**src/rtl/urzc_pkg.sv**
```systemverilog
// Shared types and constants for the ultrasonic range zone classifier.
// Used by the controller, datapath and top level.
package urzc_pkg;

  localparam int unsigned CFG_IDX_W  = 3;
  localparam int unsigned CFG_DATA_W = 32;
  localparam int unsigned AVG_W      = 16;
  localparam int unsigned ZONE_W     = 3;

  // Low settle time ahead of every trigger, in ticks.
  localparam logic [31:0] SETTLE_TICKS = 32'd2;

  // Configuration register indexes.
  localparam logic [CFG_IDX_W-1:0] CFG_TRIGGER   = 3'd0;
  localparam logic [CFG_IDX_W-1:0] CFG_TIMEOUT   = 3'd1;
  localparam logic [CFG_IDX_W-1:0] CFG_GAP       = 3'd2;
  localparam logic [CFG_IDX_W-1:0] CFG_NO_TARGET = 3'd3;
  localparam logic [CFG_IDX_W-1:0] CFG_FAR_LOW   = 3'd4;
  localparam logic [CFG_IDX_W-1:0] CFG_FAR_HIGH  = 3'd5;
  localparam logic [CFG_IDX_W-1:0] CFG_NEAR_LOW  = 3'd6;
  localparam logic [CFG_IDX_W-1:0] CFG_NEAR_HIGH = 3'd7;

  // Zone codes.
  localparam logic [ZONE_W-1:0] ZONE_NONE    = 3'd0;
  localparam logic [ZONE_W-1:0] ZONE_FAR     = 3'd1;
  localparam logic [ZONE_W-1:0] ZONE_NEAR    = 3'd2;
  localparam logic [ZONE_W-1:0] ZONE_CONTACT = 3'd3;
  localparam logic [ZONE_W-1:0] ZONE_BETWEEN = 3'd4;

  typedef enum logic [1:0] {
    CNT_HOLD  = 2'd0,
    CNT_INC   = 2'd1,
    CNT_CLEAR = 2'd2,
    CNT_ONE   = 2'd3
  } cnt_op_t;

  // Commands from controller to datapath.
  typedef struct packed {
    logic    latch_echo;
    cnt_op_t cnt_op;
    logic    accumulate;
    logic    sample_adv;
    logic    round_clear;
    logic    div_start;
    logic    res_load;
    logic    res_trig;
    logic    res_done;
    logic    res_failed;
    logic    emit;
  } urzc_cmd_t;

  // Status from datapath to controller.
  typedef struct packed {
    logic echo;
    logic settle_hit;
    logic trig_hit;
    logic wait_hit;
    logic meas_hit;
    logic gap_hit;
    logic last_sample;
    logic any_valid;
    logic div_busy;
    logic out_free;
  } urzc_stat_t;

endpackage

```
**src/rtl/urzc_in_if.sv**
```systemverilog
// Input channel: one tick carrying the sampled echo level.
// Valid/ready handshake; no dependencies.
interface urzc_in_if;
  logic valid;
  logic ready;
  logic echo_level;

  modport source (output valid, output echo_level, input ready);
  modport sink   (input valid, input echo_level, output ready);
endinterface

```
**src/rtl/urzc_out_if.sv**
```systemverilog
// Result channel: trigger drive and round summary for one tick.
// Valid/ready handshake; no dependencies.
interface urzc_out_if;
  logic        valid;
  logic        ready;
  logic        trigger_level;
  logic        round_done;
  logic        sensor_failed;
  logic [15:0] average_ticks;
  logic [2:0]  zone;

  modport source (output valid, output trigger_level, output round_done,
                  output sensor_failed, output average_ticks, output zone,
                  input ready);
  modport sink   (input valid, input trigger_level, input round_done,
                  input sensor_failed, input average_ticks, input zone,
                  output ready);
endinterface

```
**src/rtl/ultrasonic_range_zone_classifier.sv**
```systemverilog
// Ultrasonic range zone classifier, top level.
// Depends on urzc_pkg, urzc_in_if, urzc_out_if, urzc_ctrl and urzc_dpath.
//
// Usage:
//   in_ch carries one tick per transfer with the sampled echo level; out_ch
//   returns exactly one result per tick: the trigger drive for that tick and,
//   on the tick that ends a measurement round, the round summary (failure
//   flag, averaged echo width and distance zone). Off round ends the summary
//   fields read zero. cfg_we/cfg_index/cfg_data write the eight setup
//   registers (trigger length, timeout, gap, band thresholds); write them only
//   while no tick is in flight.
// Timing:
//   A tick passes from transfer to a loaded result through the accept, phase
//   step and output load steps; the output load waits while the output
//   register is full. A tick that closes a round with at least one valid
//   sample also runs the restoring divider, one quotient bit per cycle,
//   before the output load. One tick is in flight at a time.
// Reset (synchronous, rst_n low): phase machine to settle, counters, sum and
//   last average to zero, registers to their defaults, output empty.
// Stall: the output register holds a finished result while out_ch.ready is
//   low; the next tick is still accepted and processed, and waits in the
//   output load step until the register frees up.
module ultrasonic_range_zone_classifier
  import urzc_pkg::*;
#(
  parameter int unsigned SAMPLES_PER_ROUND = 5
) (
  input  logic                  clk,
  input  logic                  rst_n,
  urzc_in_if.sink               in_ch,
  urzc_out_if.source            out_ch,
  input  logic                  cfg_we,
  input  logic [CFG_IDX_W-1:0]  cfg_index,
  input  logic [CFG_DATA_W-1:0] cfg_data
);

  urzc_cmd_t  cmd;
  urzc_stat_t stat;
  logic       in_ready;

  // Sequencing and phase decisions.
  urzc_ctrl u_ctrl (
    .clk      (clk),
    .rst_n    (rst_n),
    .in_valid (in_ch.valid),
    .in_ready (in_ready),
    .stat     (stat),
    .cmd      (cmd)
  );

  // Counters, accumulation, divide, classify and the output register.
  urzc_dpath #(
    .SAMPLES_PER_ROUND (SAMPLES_PER_ROUND)
  ) u_dpath (
    .clk               (clk),
    .rst_n             (rst_n),
    .cfg_we            (cfg_we),
    .cfg_index         (cfg_index),
    .cfg_data          (cfg_data),
    .echo_level        (in_ch.echo_level),
    .out_ready         (out_ch.ready),
    .cmd               (cmd),
    .stat              (stat),
    .out_valid         (out_ch.valid),
    .out_trigger_level (out_ch.trigger_level),
    .out_round_done    (out_ch.round_done),
    .out_sensor_failed (out_ch.sensor_failed),
    .out_average_ticks (out_ch.average_ticks),
    .out_zone          (out_ch.zone)
  );

  assign in_ch.ready = in_ready;

  // A tick in flight blocks the next transfer.
  a_one_in_flight: assert property (@(posedge clk) disable iff (!rst_n)
    (in_ch.valid && in_ch.ready) |=> !in_ch.ready)
    else $error("input taken while a tick is in flight");

  // No new tick while the divider runs.
  a_div_blocks_input: assert property (@(posedge clk) disable iff (!rst_n)
    stat.div_busy |-> !in_ch.ready)
    else $error("input ready during average divide");

  // Summary fields stay zero off a round end.
  a_summary_zero: assert property (@(posedge clk) disable iff (!rst_n)
    (out_ch.valid && !out_ch.round_done) |->
      (!out_ch.sensor_failed && out_ch.average_ticks == '0 && out_ch.zone == ZONE_NONE))
    else $error("summary fields set off a round end");

  // A round end never coincides with the trigger pulse.
  a_done_no_trigger: assert property (@(posedge clk) disable iff (!rst_n)
    (out_ch.valid && out_ch.round_done) |-> !out_ch.trigger_level)
    else $error("round end reported during trigger pulse");

endmodule

```
**src/rtl/urzc_div.sv**
```systemverilog
// Restoring divider, one quotient bit per cycle, for the round average.
// Standalone; used by urzc_dpath.
module urzc_div #(
  parameter int unsigned DW = 19,
  parameter int unsigned VW = 3
) (
  input  logic          clk,
  input  logic          rst_n,
  input  logic          start,
  input  logic [DW-1:0] dividend,
  input  logic [VW-1:0] divisor,
  output logic          busy,
  output logic          done,
  output logic [DW-1:0] quotient
);

  localparam int unsigned CW = $clog2(DW + 1);

  logic          busy_r, busy_nxt;
  logic          done_r, done_nxt;
  logic [CW-1:0] cnt_r, cnt_nxt;
  logic [VW-1:0] rem_r, rem_nxt;
  logic [VW-1:0] den_r, den_nxt;
  logic [DW-1:0] quo_r, quo_nxt;
  logic [VW:0]   trial;
  logic [VW:0]   diff;
  logic          ge;

  assign trial = {rem_r, quo_r[DW-1]};
  assign ge    = trial >= {1'b0, den_r};
  assign diff  = trial - {1'b0, den_r};

  always_comb begin
    busy_nxt = busy_r;
    done_nxt = 1'b0;
    cnt_nxt  = cnt_r;
    rem_nxt  = rem_r;
    den_nxt  = den_r;
    quo_nxt  = quo_r;
    if (start) begin
      busy_nxt = 1'b1;
      cnt_nxt  = CW'(DW);
      rem_nxt  = '0;
      den_nxt  = divisor;
      quo_nxt  = dividend;
    end else if (busy_r) begin
      rem_nxt = ge ? diff[VW-1:0] : trial[VW-1:0];
      quo_nxt = {quo_r[DW-2:0], ge};
      cnt_nxt = cnt_r - CW'(1);
      if (cnt_r == CW'(1)) begin
        busy_nxt = 1'b0;
        done_nxt = 1'b1;
      end
    end
  end

  always_ff @(posedge clk) begin
    if (!rst_n) begin
      busy_r <= 1'b0;
      done_r <= 1'b0;
      cnt_r  <= '0;
    end else begin
      busy_r <= busy_nxt;
      done_r <= done_nxt;
      cnt_r  <= cnt_nxt;
    end
    rem_r <= rem_nxt;
    den_r <= den_nxt;
    quo_r <= quo_nxt;
  end

  assign busy     = busy_r;
  assign done     = done_r;
  assign quotient = quo_r;

endmodule

```
**src/rtl/urzc_dpath.sv**
```systemverilog
// Datapath: configuration registers, phase counter, width accumulator,
// averaging divider, classifier and output register. Uses urzc_pkg, urzc_div.
module urzc_dpath
  import urzc_pkg::*;
#(
  parameter int unsigned SAMPLES_PER_ROUND = 5
) (
  input  logic                  clk,
  input  logic                  rst_n,
  input  logic                  cfg_we,
  input  logic [CFG_IDX_W-1:0]  cfg_index,
  input  logic [CFG_DATA_W-1:0] cfg_data,
  input  logic                  echo_level,
  input  logic                  out_ready,
  input  urzc_cmd_t             cmd,
  output urzc_stat_t            stat,
  output logic                  out_valid,
  output logic                  out_trigger_level,
  output logic                  out_round_done,
  output logic                  out_sensor_failed,
  output logic [AVG_W-1:0]      out_average_ticks,
  output logic [ZONE_W-1:0]     out_zone
);

  localparam int unsigned IDX_W = $clog2(SAMPLES_PER_ROUND + 1);
  localparam int unsigned SUM_W = AVG_W + IDX_W;

  // Configuration
  logic [15:0] trig_r;
  logic [31:0] timeout_r, gap_r;
  logic [15:0] no_target_r, far_low_r, far_high_r, near_low_r, near_high_r;

  logic [31:0]      cnt_r, cnt_nxt, cnt_inc;
  logic [IDX_W-1:0] idx_r, idx_nxt;
  logic [IDX_W-1:0] vc_r, vc_nxt;
  logic [SUM_W-1:0] sum_r, sum_nxt;
  logic [AVG_W-1:0] last_avg_r, last_avg_nxt;
  logic             echo_r;
  logic             res_trig_r, res_done_r, res_failed_r;
  logic [AVG_W-1:0] width_sat;

  logic              out_valid_r, out_valid_nxt;
  logic              out_trig_r, out_done_r, out_failed_r;
  logic [AVG_W-1:0]  out_avg_r;
  logic [ZONE_W-1:0] out_zone_r, zone_class;

  logic             div_busy, div_done;
  logic [SUM_W-1:0] div_quo;

  always_ff @(posedge clk) begin
    if (!rst_n) begin
      trig_r      <= 16'd10;
      timeout_r   <= 32'd100000;
      gap_r       <= 32'd100000;
      no_target_r <= 16'd4060;
      far_low_r   <= 16'd1740;
      far_high_r  <= 16'd3480;
      near_low_r  <= 16'd580;
      near_high_r <= 16'd1160;
    end else if (cfg_we) begin
      unique case (cfg_index)
        CFG_TRIGGER:   trig_r      <= cfg_data[15:0];
        CFG_TIMEOUT:   timeout_r   <= cfg_data;
        CFG_GAP:       gap_r       <= cfg_data;
        CFG_NO_TARGET: no_target_r <= cfg_data[15:0];
        CFG_FAR_LOW:   far_low_r   <= cfg_data[15:0];
        CFG_FAR_HIGH:  far_high_r  <= cfg_data[15:0];
        CFG_NEAR_LOW:  near_low_r  <= cfg_data[15:0];
        CFG_NEAR_HIGH: near_high_r <= cfg_data[15:0];
      endcase
    end
  end

  assign cnt_inc   = cnt_r + 32'd1;
  assign width_sat = (|cnt_r[31:AVG_W]) ? {AVG_W{1'b1}} : cnt_r[AVG_W-1:0];

  always_comb begin
    unique case (cmd.cnt_op)
      CNT_HOLD:  cnt_nxt = cnt_r;
      CNT_INC:   cnt_nxt = cnt_inc;
      CNT_CLEAR: cnt_nxt = '0;
      CNT_ONE:   cnt_nxt = 32'd1;
    endcase
  end

  always_comb begin
    idx_nxt = idx_r;
    vc_nxt  = vc_r;
    sum_nxt = sum_r;
    if (cmd.round_clear) begin
      idx_nxt = '0;
      vc_nxt  = '0;
      sum_nxt = '0;
    end else begin
      if (cmd.sample_adv) idx_nxt = idx_r + IDX_W'(1);
      if (cmd.accumulate) begin
        vc_nxt  = vc_r + IDX_W'(1);
        sum_nxt = sum_r + SUM_W'(width_sat);
      end
    end
  end

  assign last_avg_nxt = div_done ? div_quo[AVG_W-1:0] : last_avg_r;

  urzc_div #(
    .DW (SUM_W),
    .VW (IDX_W)
  ) u_div (
    .clk      (clk),
    .rst_n    (rst_n),
    .start    (cmd.div_start),
    .dividend (sum_r),
    .divisor  (vc_r),
    .busy     (div_busy),
    .done     (div_done),
    .quotient (div_quo)
  );

  // Band classification in priority order.
  always_comb begin
    if (last_avg_r > no_target_r) begin
      zone_class = ZONE_NONE;
    end else if (last_avg_r >= far_low_r && last_avg_r <= far_high_r) begin
      zone_class = ZONE_FAR;
    end else if (last_avg_r >= near_low_r && last_avg_r <= near_high_r) begin
      zone_class = ZONE_NEAR;
    end else if (last_avg_r <= near_low_r) begin
      zone_class = ZONE_CONTACT;
    end else begin
      zone_class = ZONE_BETWEEN;
    end
  end

  always_comb begin
    out_valid_nxt = out_valid_r;
    if (cmd.emit) out_valid_nxt = 1'b1;
    else if (out_ready) out_valid_nxt = 1'b0;
  end

  always_ff @(posedge clk) begin
    if (!rst_n) begin
      cnt_r       <= '0;
      idx_r       <= '0;
      vc_r        <= '0;
      sum_r       <= '0;
      last_avg_r  <= '0;
      out_valid_r <= 1'b0;
    end else begin
      cnt_r       <= cnt_nxt;
      idx_r       <= idx_nxt;
      vc_r        <= vc_nxt;
      sum_r       <= sum_nxt;
      last_avg_r  <= last_avg_nxt;
      out_valid_r <= out_valid_nxt;
    end
    if (cmd.latch_echo) echo_r <= echo_level;
    if (cmd.res_load) begin
      res_trig_r   <= cmd.res_trig;
      res_done_r   <= cmd.res_done;
      res_failed_r <= cmd.res_failed;
    end
    if (cmd.emit) begin
      out_trig_r   <= res_trig_r;
      out_done_r   <= res_done_r;
      out_failed_r <= res_failed_r;
      out_avg_r    <= res_done_r ? last_avg_r : '0;
      out_zone_r   <= res_done_r ? zone_class : ZONE_NONE;
    end
  end

  assign stat.echo        = echo_r;
  assign stat.settle_hit  = cnt_inc >= SETTLE_TICKS;
  assign stat.trig_hit    = cnt_inc >= {16'd0, trig_r};
  assign stat.wait_hit    = cnt_inc >= timeout_r;
  assign stat.meas_hit    = cnt_r >= timeout_r;
  assign stat.gap_hit     = cnt_inc >= gap_r;
  assign stat.last_sample = (32'(idx_r) + 32'd1) >= 32'(SAMPLES_PER_ROUND);
  assign stat.any_valid   = vc_r != '0;
  assign stat.div_busy    = div_busy;
  assign stat.out_free    = !out_valid_r || out_ready;

  assign out_valid         = out_valid_r;
  assign out_trigger_level = out_trig_r;
  assign out_round_done    = out_done_r;
  assign out_sensor_failed = out_failed_r;
  assign out_average_ticks = out_avg_r;
  assign out_zone          = out_zone_r;

endmodule

```
**src/rtl/urzc_ctrl.sv**
```systemverilog
// Controller: tick handshake sequencer and ranging phase machine.
// Uses urzc_pkg; drives urzc_dpath through command and status structs.
module urzc_ctrl
  import urzc_pkg::*;
(
  input  logic       clk,
  input  logic       rst_n,
  input  logic       in_valid,
  output logic       in_ready,
  input  urzc_stat_t stat,
  output urzc_cmd_t  cmd
);

  typedef enum logic [3:0] {
    S_IDLE = 4'b0001,
    S_STEP = 4'b0010,
    S_DIV  = 4'b0100,
    S_EMIT = 4'b1000
  } seq_state_t;

  typedef enum logic [4:0] {
    PH_SETTLE  = 5'b00001,
    PH_TRIGGER = 5'b00010,
    PH_WAIT    = 5'b00100,
    PH_MEASURE = 5'b01000,
    PH_GAP     = 5'b10000
  } phase_t;

  seq_state_t state_r, state_nxt;
  phase_t     phase_r, phase_nxt;

  always_comb begin
    state_nxt = state_r;
    phase_nxt = phase_r;
    cmd       = '0;
    unique case (state_r)
      S_IDLE: begin
        cmd.latch_echo = in_valid;
        if (in_valid) state_nxt = S_STEP;
      end
      S_STEP: begin
        cmd.res_load = 1'b1;
        cmd.res_trig = (phase_r == PH_TRIGGER);
        cmd.cnt_op   = CNT_INC;
        unique case (phase_r)
          PH_SETTLE: begin
            if (stat.settle_hit) begin
              phase_nxt  = PH_TRIGGER;
              cmd.cnt_op = CNT_CLEAR;
            end
          end
          PH_TRIGGER: begin
            if (stat.trig_hit) begin
              phase_nxt  = PH_WAIT;
              cmd.cnt_op = CNT_CLEAR;
            end
          end
          PH_WAIT: begin
            if (stat.echo) begin
              phase_nxt  = PH_MEASURE;
              cmd.cnt_op = CNT_ONE;
            end else if (stat.wait_hit) begin
              phase_nxt  = PH_GAP;
              cmd.cnt_op = CNT_CLEAR;
            end
          end
          PH_MEASURE: begin
            if (!stat.echo) begin
              cmd.accumulate = 1'b1;
              phase_nxt      = PH_GAP;
              cmd.cnt_op     = CNT_CLEAR;
            end else if (stat.meas_hit) begin
              phase_nxt  = PH_GAP;
              cmd.cnt_op = CNT_CLEAR;
            end
          end
          PH_GAP: begin
            if (stat.gap_hit) begin
              phase_nxt  = PH_SETTLE;
              cmd.cnt_op = CNT_CLEAR;
              if (stat.last_sample) begin
                cmd.res_done    = 1'b1;
                cmd.res_failed  = !stat.any_valid;
                cmd.div_start   = stat.any_valid;
                cmd.round_clear = 1'b1;
              end else begin
                cmd.sample_adv = 1'b1;
              end
            end
          end
        endcase
        state_nxt = cmd.div_start ? S_DIV : S_EMIT;
      end
      S_DIV: begin
        if (!stat.div_busy) state_nxt = S_EMIT;
      end
      S_EMIT: begin
        if (stat.out_free) begin
          cmd.emit  = 1'b1;
          state_nxt = S_IDLE;
        end
      end
    endcase
  end

  always_ff @(posedge clk) begin
    if (!rst_n) begin
      state_r <= S_IDLE;
      phase_r <= PH_SETTLE;
    end else begin
      state_r <= state_nxt;
      phase_r <= phase_nxt;
    end
  end

  assign in_ready = (state_r == S_IDLE);

endmodule
```
**src/flat_wrapper.sv**
```systemverilog
// flat-port wrapper written by rule: the top's interface ports become plain ports
module ultrasonic_range_zone_classifier_flat import urzc_pkg::*;
#(
  parameter int unsigned SAMPLES_PER_ROUND = 5
)
  (clk, rst_n, cfg_we, cfg_index, cfg_data, in_ch_valid, in_ch_echo_level, in_ch_ready, out_ch_valid, out_ch_trigger_level, out_ch_round_done, out_ch_sensor_failed, out_ch_average_ticks, out_ch_zone, out_ch_ready);
  urzc_in_if in_ch_i ();
  urzc_out_if out_ch_i ();
  input  logic clk;
  input  logic rst_n;
  input  logic cfg_we;
  input  logic [CFG_IDX_W-1:0] cfg_index;
  input  logic [CFG_DATA_W-1:0] cfg_data;
  input wire logic [$bits(in_ch_i.valid)-1:0] in_ch_valid;
  input wire logic [$bits(in_ch_i.echo_level)-1:0] in_ch_echo_level;
  output wire logic [$bits(in_ch_i.ready)-1:0] in_ch_ready;
  output wire logic [$bits(out_ch_i.valid)-1:0] out_ch_valid;
  output wire logic [$bits(out_ch_i.trigger_level)-1:0] out_ch_trigger_level;
  output wire logic [$bits(out_ch_i.round_done)-1:0] out_ch_round_done;
  output wire logic [$bits(out_ch_i.sensor_failed)-1:0] out_ch_sensor_failed;
  output wire logic [$bits(out_ch_i.average_ticks)-1:0] out_ch_average_ticks;
  output wire logic [$bits(out_ch_i.zone)-1:0] out_ch_zone;
  input wire logic [$bits(out_ch_i.ready)-1:0] out_ch_ready;
  assign in_ch_i.valid = in_ch_valid;
  assign in_ch_i.echo_level = in_ch_echo_level;
  assign in_ch_ready = in_ch_i.ready;
  assign out_ch_valid = out_ch_i.valid;
  assign out_ch_trigger_level = out_ch_i.trigger_level;
  assign out_ch_round_done = out_ch_i.round_done;
  assign out_ch_sensor_failed = out_ch_i.sensor_failed;
  assign out_ch_average_ticks = out_ch_i.average_ticks;
  assign out_ch_zone = out_ch_i.zone;
  assign out_ch_i.ready = out_ch_ready;
  ultrasonic_range_zone_classifier #(.SAMPLES_PER_ROUND(SAMPLES_PER_ROUND)) u_core (.clk(clk), .rst_n(rst_n), .in_ch(in_ch_i), .out_ch(out_ch_i), .cfg_we(cfg_we), .cfg_index(cfg_index), .cfg_data(cfg_data));
endmodule
```
**config.mk**
```make
export PLATFORM = sky130hd
export DESIGN_NAME = ultrasonic_range_zone_classifier_flat
export DESIGN_NICKNAME = d
export VERILOG_FILES = /design/src/rtl/urzc_pkg.sv /design/src/rtl/urzc_in_if.sv /design/src/rtl/urzc_out_if.sv /design/src/rtl/ultrasonic_range_zone_classifier.sv /design/src/rtl/urzc_div.sv /design/src/rtl/urzc_dpath.sv /design/src/rtl/urzc_ctrl.sv /design/src/flat_wrapper.sv
export SDC_FILE = /design/constraint.sdc
export NUM_CORES = 1
export LEC_CHECK = 0
export BUFFER_PORTS_ARGS = -buffer_cell sky130_fd_sc_hd__buf_2
export CAP_MARGIN = 20
export CORE_ASPECT_RATIO = 1.75
export CORE_MARGIN = 8
export CORE_UTILIZATION = 51
export DETAILED_ROUTE_END_ITERATION = 8
export PLACE_DENSITY = 0.67
export SLEW_MARGIN = 40
export SYNTH_ARGS = -nofsm -noshare
export SYNTH_HDL_FRONTEND = slang
export SYNTH_HIERARCHICAL = 1
export SYNTH_SLANG_ARGS = --single-unit
```
**constraint.sdc**
```tcl
create_clock -name clk -period 6.1 [get_ports clk]
set_input_delay 0.915 -clock clk [delete_from_list [all_inputs] [get_ports clk]]
set_output_delay 0.915 -clock clk [all_outputs]
set_load 0.005 [all_outputs]
```
# Word-level counts from Yosys, hierarchy flattened
# Cells that the tools add are included.
# totals
reg_bits	301
inputBits	41
output_inout_bits	24
elab_cells	165
# op_classes
add_sub_neg	7
magnitude_cmp	13
n_eq_ne	28
mux	51
bitwise_logic	3
n_reduce_logical	29
# ops
cell	count
>= comparator 32 bit	3
one-hot mux 32 bit (3 select lines)	1
less-or-equal comparator 16 bit	3
2-to-1 mux 5 bit	9
2-to-1 mux 19 bit	2
adder 32 x 1 -> 32 bit (second input constant)	1
>= comparator 16 bit	2
>= comparator 32 x 16 -> 1 bit	1
>= comparator 32 x 2 -> 1 bit (second input constant)	1
one-hot mux 5 bit (5 select lines)	1
2-to-1 mux 2 bit	12
adder 19 x 16 -> 19 bit	1
greater-than comparator 16 bit	1
2-to-1 mux 16 bit	1
2-to-1 mux 4 bit	4
one-hot mux 4 bit (4 select lines)	1
AND reduction 2 bit	8
OR reduction 16 bit	1
2-to-1 mux 3 bit	5
2-to-1 mux 1 bit	13
equality test 3 bit (second input constant)	4
equality test 5 x 1 -> 1 bit (second input constant)	2
2-to-1 mux 10 bit	1
one-hot mux 2 bit (5 select lines)	1
other kinds (35)	52

# Depth between registers and ports, before layout
# depth
word_depth	9
ltp_mapped	23
ltp_nobuf	22

# Hierarchy
# The synthesis kept the hierarchy.
# modules_own_cells
module	n_inst	cells_each	area_each_um2
urzc_dpath	1	1963	16283.1
urzc_div	1	107	1452.6
urzc_ctrl	1	98	739.5

# Worst setup path before layout
# OpenSTA, ideal clock, no wires.
# synth_path
path_type	flip-flop to flip-flop
start	reg u_core.u_dpath.cnt_r[0]
end	reg u_core.u_dpath.u_div.quo_r[0] (netlist: u_core/u_dpath/u_div/quotient[0]), enable pin
setup_ns	0.374
t_arrival_ns	4.723
setup_slack_ns	1.003
stages_incl_launch_ff	22
n_path_buf	2
synth_period_minus_slack_ns	5.097
path_cell_list	dfxtp_1 -> ha_1 -> nand3_2 -> or2_1 -> nor4_4 -> nand2_1 -> xnor2_1 -> ha_1 -> nand4_1 -> nor2_1 -> nand3_1 -> o31ai_1 -> o21ai_0 -> maj3_1 -> o211ai_1 -> and4_1 -> nand3_1 -> inv_1 -> clkbuf_1 -> buf_2 -> nor2_1 -> inv_1
# synth_lines
element	line_no	text
start, declared	urzc_dpath.sv:33	logic [31:0] cnt_r, cnt_nxt, cnt_inc;
start signal, assigned	urzc_dpath.sv:149	cnt_r <= cnt_nxt;
end signal, assigned	urzc_div.sv:69	quo_r <= quo_nxt;
end, declared	urzc_div.sv:24	logic [DW-1:0] quo_r, quo_nxt;

==> impl_metrics.sql <==
INSERT INTO impl_metrics (metric_group, metric, value, unit) VALUES
('status', 'run_status', 'complete, no violations', ''),
('floorplanning', 'floorplan.die_area', '42800', 'um^2'),
('global_route', 'grt.overflow.total', '0', ''),
('placed_design', 'gp_congestion', '0.961', ''),
('power', 'power_switching_share', '24.0', '%'),
('clock_tree', 'cts_tree', 'done', ''),
('detailed_routing', 'final_antenna_net_count', '0', ''),
('logic_synthesis', 'syn_area_per_cell', '8.52', 'um^2'),
('detailed_routing', 'wl', '49800', 'um'),
('setup_path', 'timing.critical_path.required', '6540', 'ps'),
('clock_tree', 'cts_max_level', '1', ''),
('detailed_routing', 'avgRoutedWirePerCell', '18.6', 'um'),
('power', 'seqPwrFrac', '49.7', '%'),
('clock_tree', 'cts_buf_count', '29', ''),
('setup_path', 'worst_setup_path_start_kind', 'flop', ''),
('setup_path', 'worst-path-max-fanout', '31', ''),
('hold_path', 'hold_class', 'reg -> reg', ''),
('logic_synthesis', 'synth-edff-count', '48', ''),
('floorplanning', 'chipWidth', '160', 'um'),
('timing', 'period_minus_slack', '5630', 'ps'),
('global_route', 'grt_first_pass_wirelength', '79600', 'um'),
('layout', 'finalInstanceArea', '20200', 'um^2'),
('timing', 'report.final.hold_viol_count', '0', ''),
('logic_synthesis', 'top_reg_cell_synth', 'sky130_fd_sc_hd__dfxtp_1', ''),
('power', 'p_per_area', '207', 'nW/um^2'),
('floorplanning', 'fp.dieH', '268', 'um'),
('global_route', 'grt_max_degree', '98', ''),
('layout', 'syn_to_final_growth', '9.29', '%'),
('global_route', 'grt_pass1_vias', '15200', ''),
('floorplanning', 'placementRows', '92', ''),
('setup_path', 'worstSetupPathType', 'reg -> reg', ''),
('logic_synthesis', 'synth_async_sr_flop_share', '0', '%'),
('layout', 'drive_above_1_share', '9.47', '%'),
('logic_synthesis', 'synth_area', '18500', 'um^2'),
('timing', 'slew_headroom', '41.5', '%'),
('detailed_routing', 'routed-via-count', '15100', ''),
('clock_tree', 'clk_pin_slew', '70', 'ps'),
('logic_synthesis', 'synth_sequential_area_ratio', '35.2', '%'),
('power', 'gate_power_share', '7.4', '%'),
('floorplanning', 'fp.coreArea', '35900', 'um^2'),
('placed_design', 'place_area', '19200', 'um^2'),
('placed_design', 'post_dp_hpwl', '37600', 'um'),
('timing', 'rsz0062_at_grt', 'no', ''),
('setup_path', 'crit_path_end_kind', 'flop', ''),
('timing', 'tns', '0', 'ps'),
('global_route', 'grt_use_total', '23.1', '%'),
('logic_synthesis', 'synth_seq_cells', '301', ''),
('floorplanning', 'start_util', '51.4', '%'),
('power', 'clock_power_share', '42.9', '%'),
('layout', 'most_common_library_cell_in_the_layout_ignoring_fill_and_taps', 'sky130_fd_sc_hd__nand2_1', ''),
('global_route', 'antenna_found_initial', '0', ''),
('timing', 'timing_max_transition_violations_final', '0', ''),
('layout', 'antenna_cells_inserted', '0', ''),
('logic_synthesis', 'synth_cells', '2168', ''),
('detailed_routing', 'drtIter0Drc', '763', ''),
('clock_tree', 'clock_path_buffers', '3', ''),
('timing', 'finalCritPeriodShare', '92.2', '%'),
('timing', 'setup_viol', '0', ''),
('setup_path', 'cp_data_arrival_time', '6060', 'ps'),
('detailed_routing', 'route.detailed.vias_per_inst', '5.62', ''),
('power', 'p_sw', '1.00', 'mW'),
('power', 'peakVddDrop', '0.000217', 'V'),
('clock_tree', 'root_buffer', 'sky130_fd_sc_hd__clkbuf_16', ''),
('logic_synthesis', 'netlist-cell-type-count', '82', ''),
('layout', 'mostFrequentLayoutCells', 'sky130_fd_sc_hd__nand2_1 (374), sky130_fd_sc_hd__dfxtp_1 (252), sky130_fd_sc_hd__ha_1 (217)', ''),
('floorplanning', 'num_io_pins', '65', ''),
('layout', 'final_nets', '2449', ''),
('timing', 'timing.fmax', '178', 'MHz'),
('clock_tree', 'postCtsResizedCells', '0', ''),
('power', 'cell_internal_pwr', '3.17', 'mW'),
('clock_tree', 'clkLatencyLatePin', '560', 'ps'),
('timing', 'finalClockSkew', '10.9', 'ps'),
('run', 'max_cap_viol_count', '0', ''),
('detailed_routing', 'drt_pre_antenna_iters', '5', ''),
('placed_design', 'io_buffers', '64', ''),
('logic_synthesis', 'ys.warnings.count', '6', ''),
('logic_synthesis', 'syn_nets', '2428', ''),
('clock_tree', 'sink_count', '301', ''),
('timing', 'worst-slew-pin-transition', '867', 'ps'),
('detailed_routing', 'remaining_drc_errors', '0', ''),
('power', 'power.static_leakage', '8.51', 'nW');
## registers in the layout, indices dropped and copies added (netlist names), 4 cells and up
signal / cells
u_core/u_dpath/cnt_r: 32
u_core/u_dpath/gap_r: 32
u_core/u_dpath/timeout_r: 32
u_core/u_dpath/sum_r: 19
u_core/u_dpath/u_div/quotient: 19
u_core/u_dpath/far_high_r: 16
u_core/u_dpath/far_low_r: 16
u_core/u_dpath/last_avg_r: 16
u_core/u_dpath/near_high_r: 16
u_core/u_dpath/near_low_r: 16
u_core/u_dpath/no_target_r: 16
u_core/u_dpath/out_average_ticks: 16
u_core/u_dpath/trig_r: 16
u_core/u_ctrl/phase_r: 5
u_core/u_dpath/u_div/cnt_r: 5
u_core/u_ctrl/state_r: 4
## power by group through the flow
stage	combinational, mW	clock [mW]	sequential, mW
final	0.308	1.79	2.08
after global routing	0.344	1.89	2.08
after CTS	0.310	1.83	2.08
after detailed placement	0.307	0	2.12
after global placement	0.300	0	2.12
after floorplan	0.210	0	2.11
## logic make-up (layout without fill, tap and decap cells)
| logic type | count (synthesis) | in the layout | share of synthesized area (%) |
|---|---|---|---|
| and+or+nand+nor | 779 | 779 | 20.3 |
| adders and majority gates | 221 | 221 | 15.0 |
| AOI/OAI and AO/OA | 429 | 429 | 16.1 |
| xor gates and xnor gates | 80 | 80 | 3.79 |
| DFF | 301 | 301 | 35.2 |
| buffers and inverters | 307 | 347 | 6.66 |
| muxes | 51 | 51 | 2.89 |
## critical path: stages, from the launching register on
cell and delay (ps):
sky130_fd_sc_hd__dfxtp_1 600, sky130_fd_sc_hd__ha_1 300, sky130_fd_sc_hd__nand3_2 160, sky130_fd_sc_hd__or2_1 350
sky130_fd_sc_hd__nor3_2 430, sky130_fd_sc_hd__nand2_1 120, sky130_fd_sc_hd__xnor2_1 220, sky130_fd_sc_hd__ha_1 340
sky130_fd_sc_hd__nand4_1 120, sky130_fd_sc_hd__nor4_1 460, sky130_fd_sc_hd__nand2_1 100, sky130_fd_sc_hd__a311oi_1 230
sky130_fd_sc_hd__a211oi_1 120, sky130_fd_sc_hd__maj3_1 340, sky130_fd_sc_hd__o211ai_1 440, sky130_fd_sc_hd__nor2_1 80
sky130_fd_sc_hd__o22ai_1 160, sky130_fd_sc_hd__a22oi_1 90, sky130_fd_sc_hd__a31oi_1 250, sky130_fd_sc_hd__nand2b_1 130
sky130_fd_sc_hd__buf_4 330, sky130_fd_sc_hd__nor2_1 100
## repair_timing
item | CTS | global route
hold buffers | 0 | 0
endpoints found under the setup margin | 0 | 7
setup buffers | 0 | 2
## Yosys cell counts (14+ instances only)
master	number	area (um^2)
sky130_fd_sc_hd__or3_1	23	144
sky130_fd_sc_hd__nand2b_1	20	125
sky130_fd_sc_hd__a21boi_0	127	953
sky130_fd_sc_hd__o21ai_0	49	245
sky130_fd_sc_hd__nand3_1	50	250
sky130_fd_sc_hd__o211ai_1	49	368
sky130_fd_sc_hd__a21oi_1	67	335
sky130_fd_sc_hd__xnor2_1	33	289
sky130_fd_sc_hd__and3_1	14	87.6
sky130_fd_sc_hd__edfxtp_1	48	1440
sky130_fd_sc_hd__and2_1	26	163
sky130_fd_sc_hd__a211oi_1	18	135
sky130_fd_sc_hd__a21o_1	41	308
sky130_fd_sc_hd__o21a_1	16	120
sky130_fd_sc_hd__nand4_1	43	269
sky130_fd_sc_hd__nand2_1	376	1410
sky130_fd_sc_hd__xor2_1	47	412
sky130_fd_sc_hd__dfxtp_1	253	5060
sky130_fd_sc_hd__inv_1	188	706
sky130_fd_sc_hd__ha_1	217	2720
sky130_fd_sc_hd__nor2b_1	38	238
sky130_fd_sc_hd__buf_2	18	90.1
sky130_fd_sc_hd__mux2i_1	32	320
sky130_fd_sc_hd__nor2_1	98	368
sky130_fd_sc_hd__nor3_1	24	120
sky130_fd_sc_hd__nor4_1	16	100
sky130_fd_sc_hd__mux2_2	19	214
sky130_fd_sc_hd__clkbuf_1	75	282
## area by class of cell
type                            count  area (um^2)
Tap cell                          470          588
Timing Repair Buffer              108          669
Sequential cell                   301         6510
Fill cell                        3376        15700
Clock inverter                     15          130
Clock buffer                       35          798
Inverter                          189          714
Multi-Input combinational cell   1560        10800
## final timing paths
| path | start | endpoint | slack [ps] | depth (start not counted) |
|---|---|---|---|---|
| worst max register to register | u_core/u_dpath/cnt_r[0] | u_core/u_dpath/cnt_r[23] | 470 | 21 |
| worst min-delay path | u_core/u_dpath/res_failed_r | u_core/u_dpath/out_sensor_failed | 440 | 0 |
| worst min register to register | u_core/u_dpath/res_failed_r | u_core/u_dpath/out_sensor_failed | 440 | 0 |
| worst max-delay path | u_core/u_dpath/cnt_r[0] | u_core/u_dpath/cnt_r[23] | 470 | 21 |
## stage by stage
stage	total power, mW	instances	setup slack, ps	hold WS (ps)	utilization [%]
detailed placement	2.43	2626	448	427	53.6
finish	4.17	2678	475	435	56.2
global route	4.32	2678	63.5	454	56.2
CTS	4.22	2676	432	443	56.2
floorplan	2.32	2168	1000	400	-
global placement	2.42	2626	564	408	53.5
## routing by layer
layer | vias up | share of wire, % | track usage [%]
met3 | 151 | 3.4 | 2.62
met5 | - | 0 | 0
li1 | 7517 | - | -
met2 | 315 | 54 | 45.8
met1 | 7070 | 36 | 22.3
met4 | 0 | 6.5 | 14.8
No activity file was read; power rests on OpenSTA's default activity.
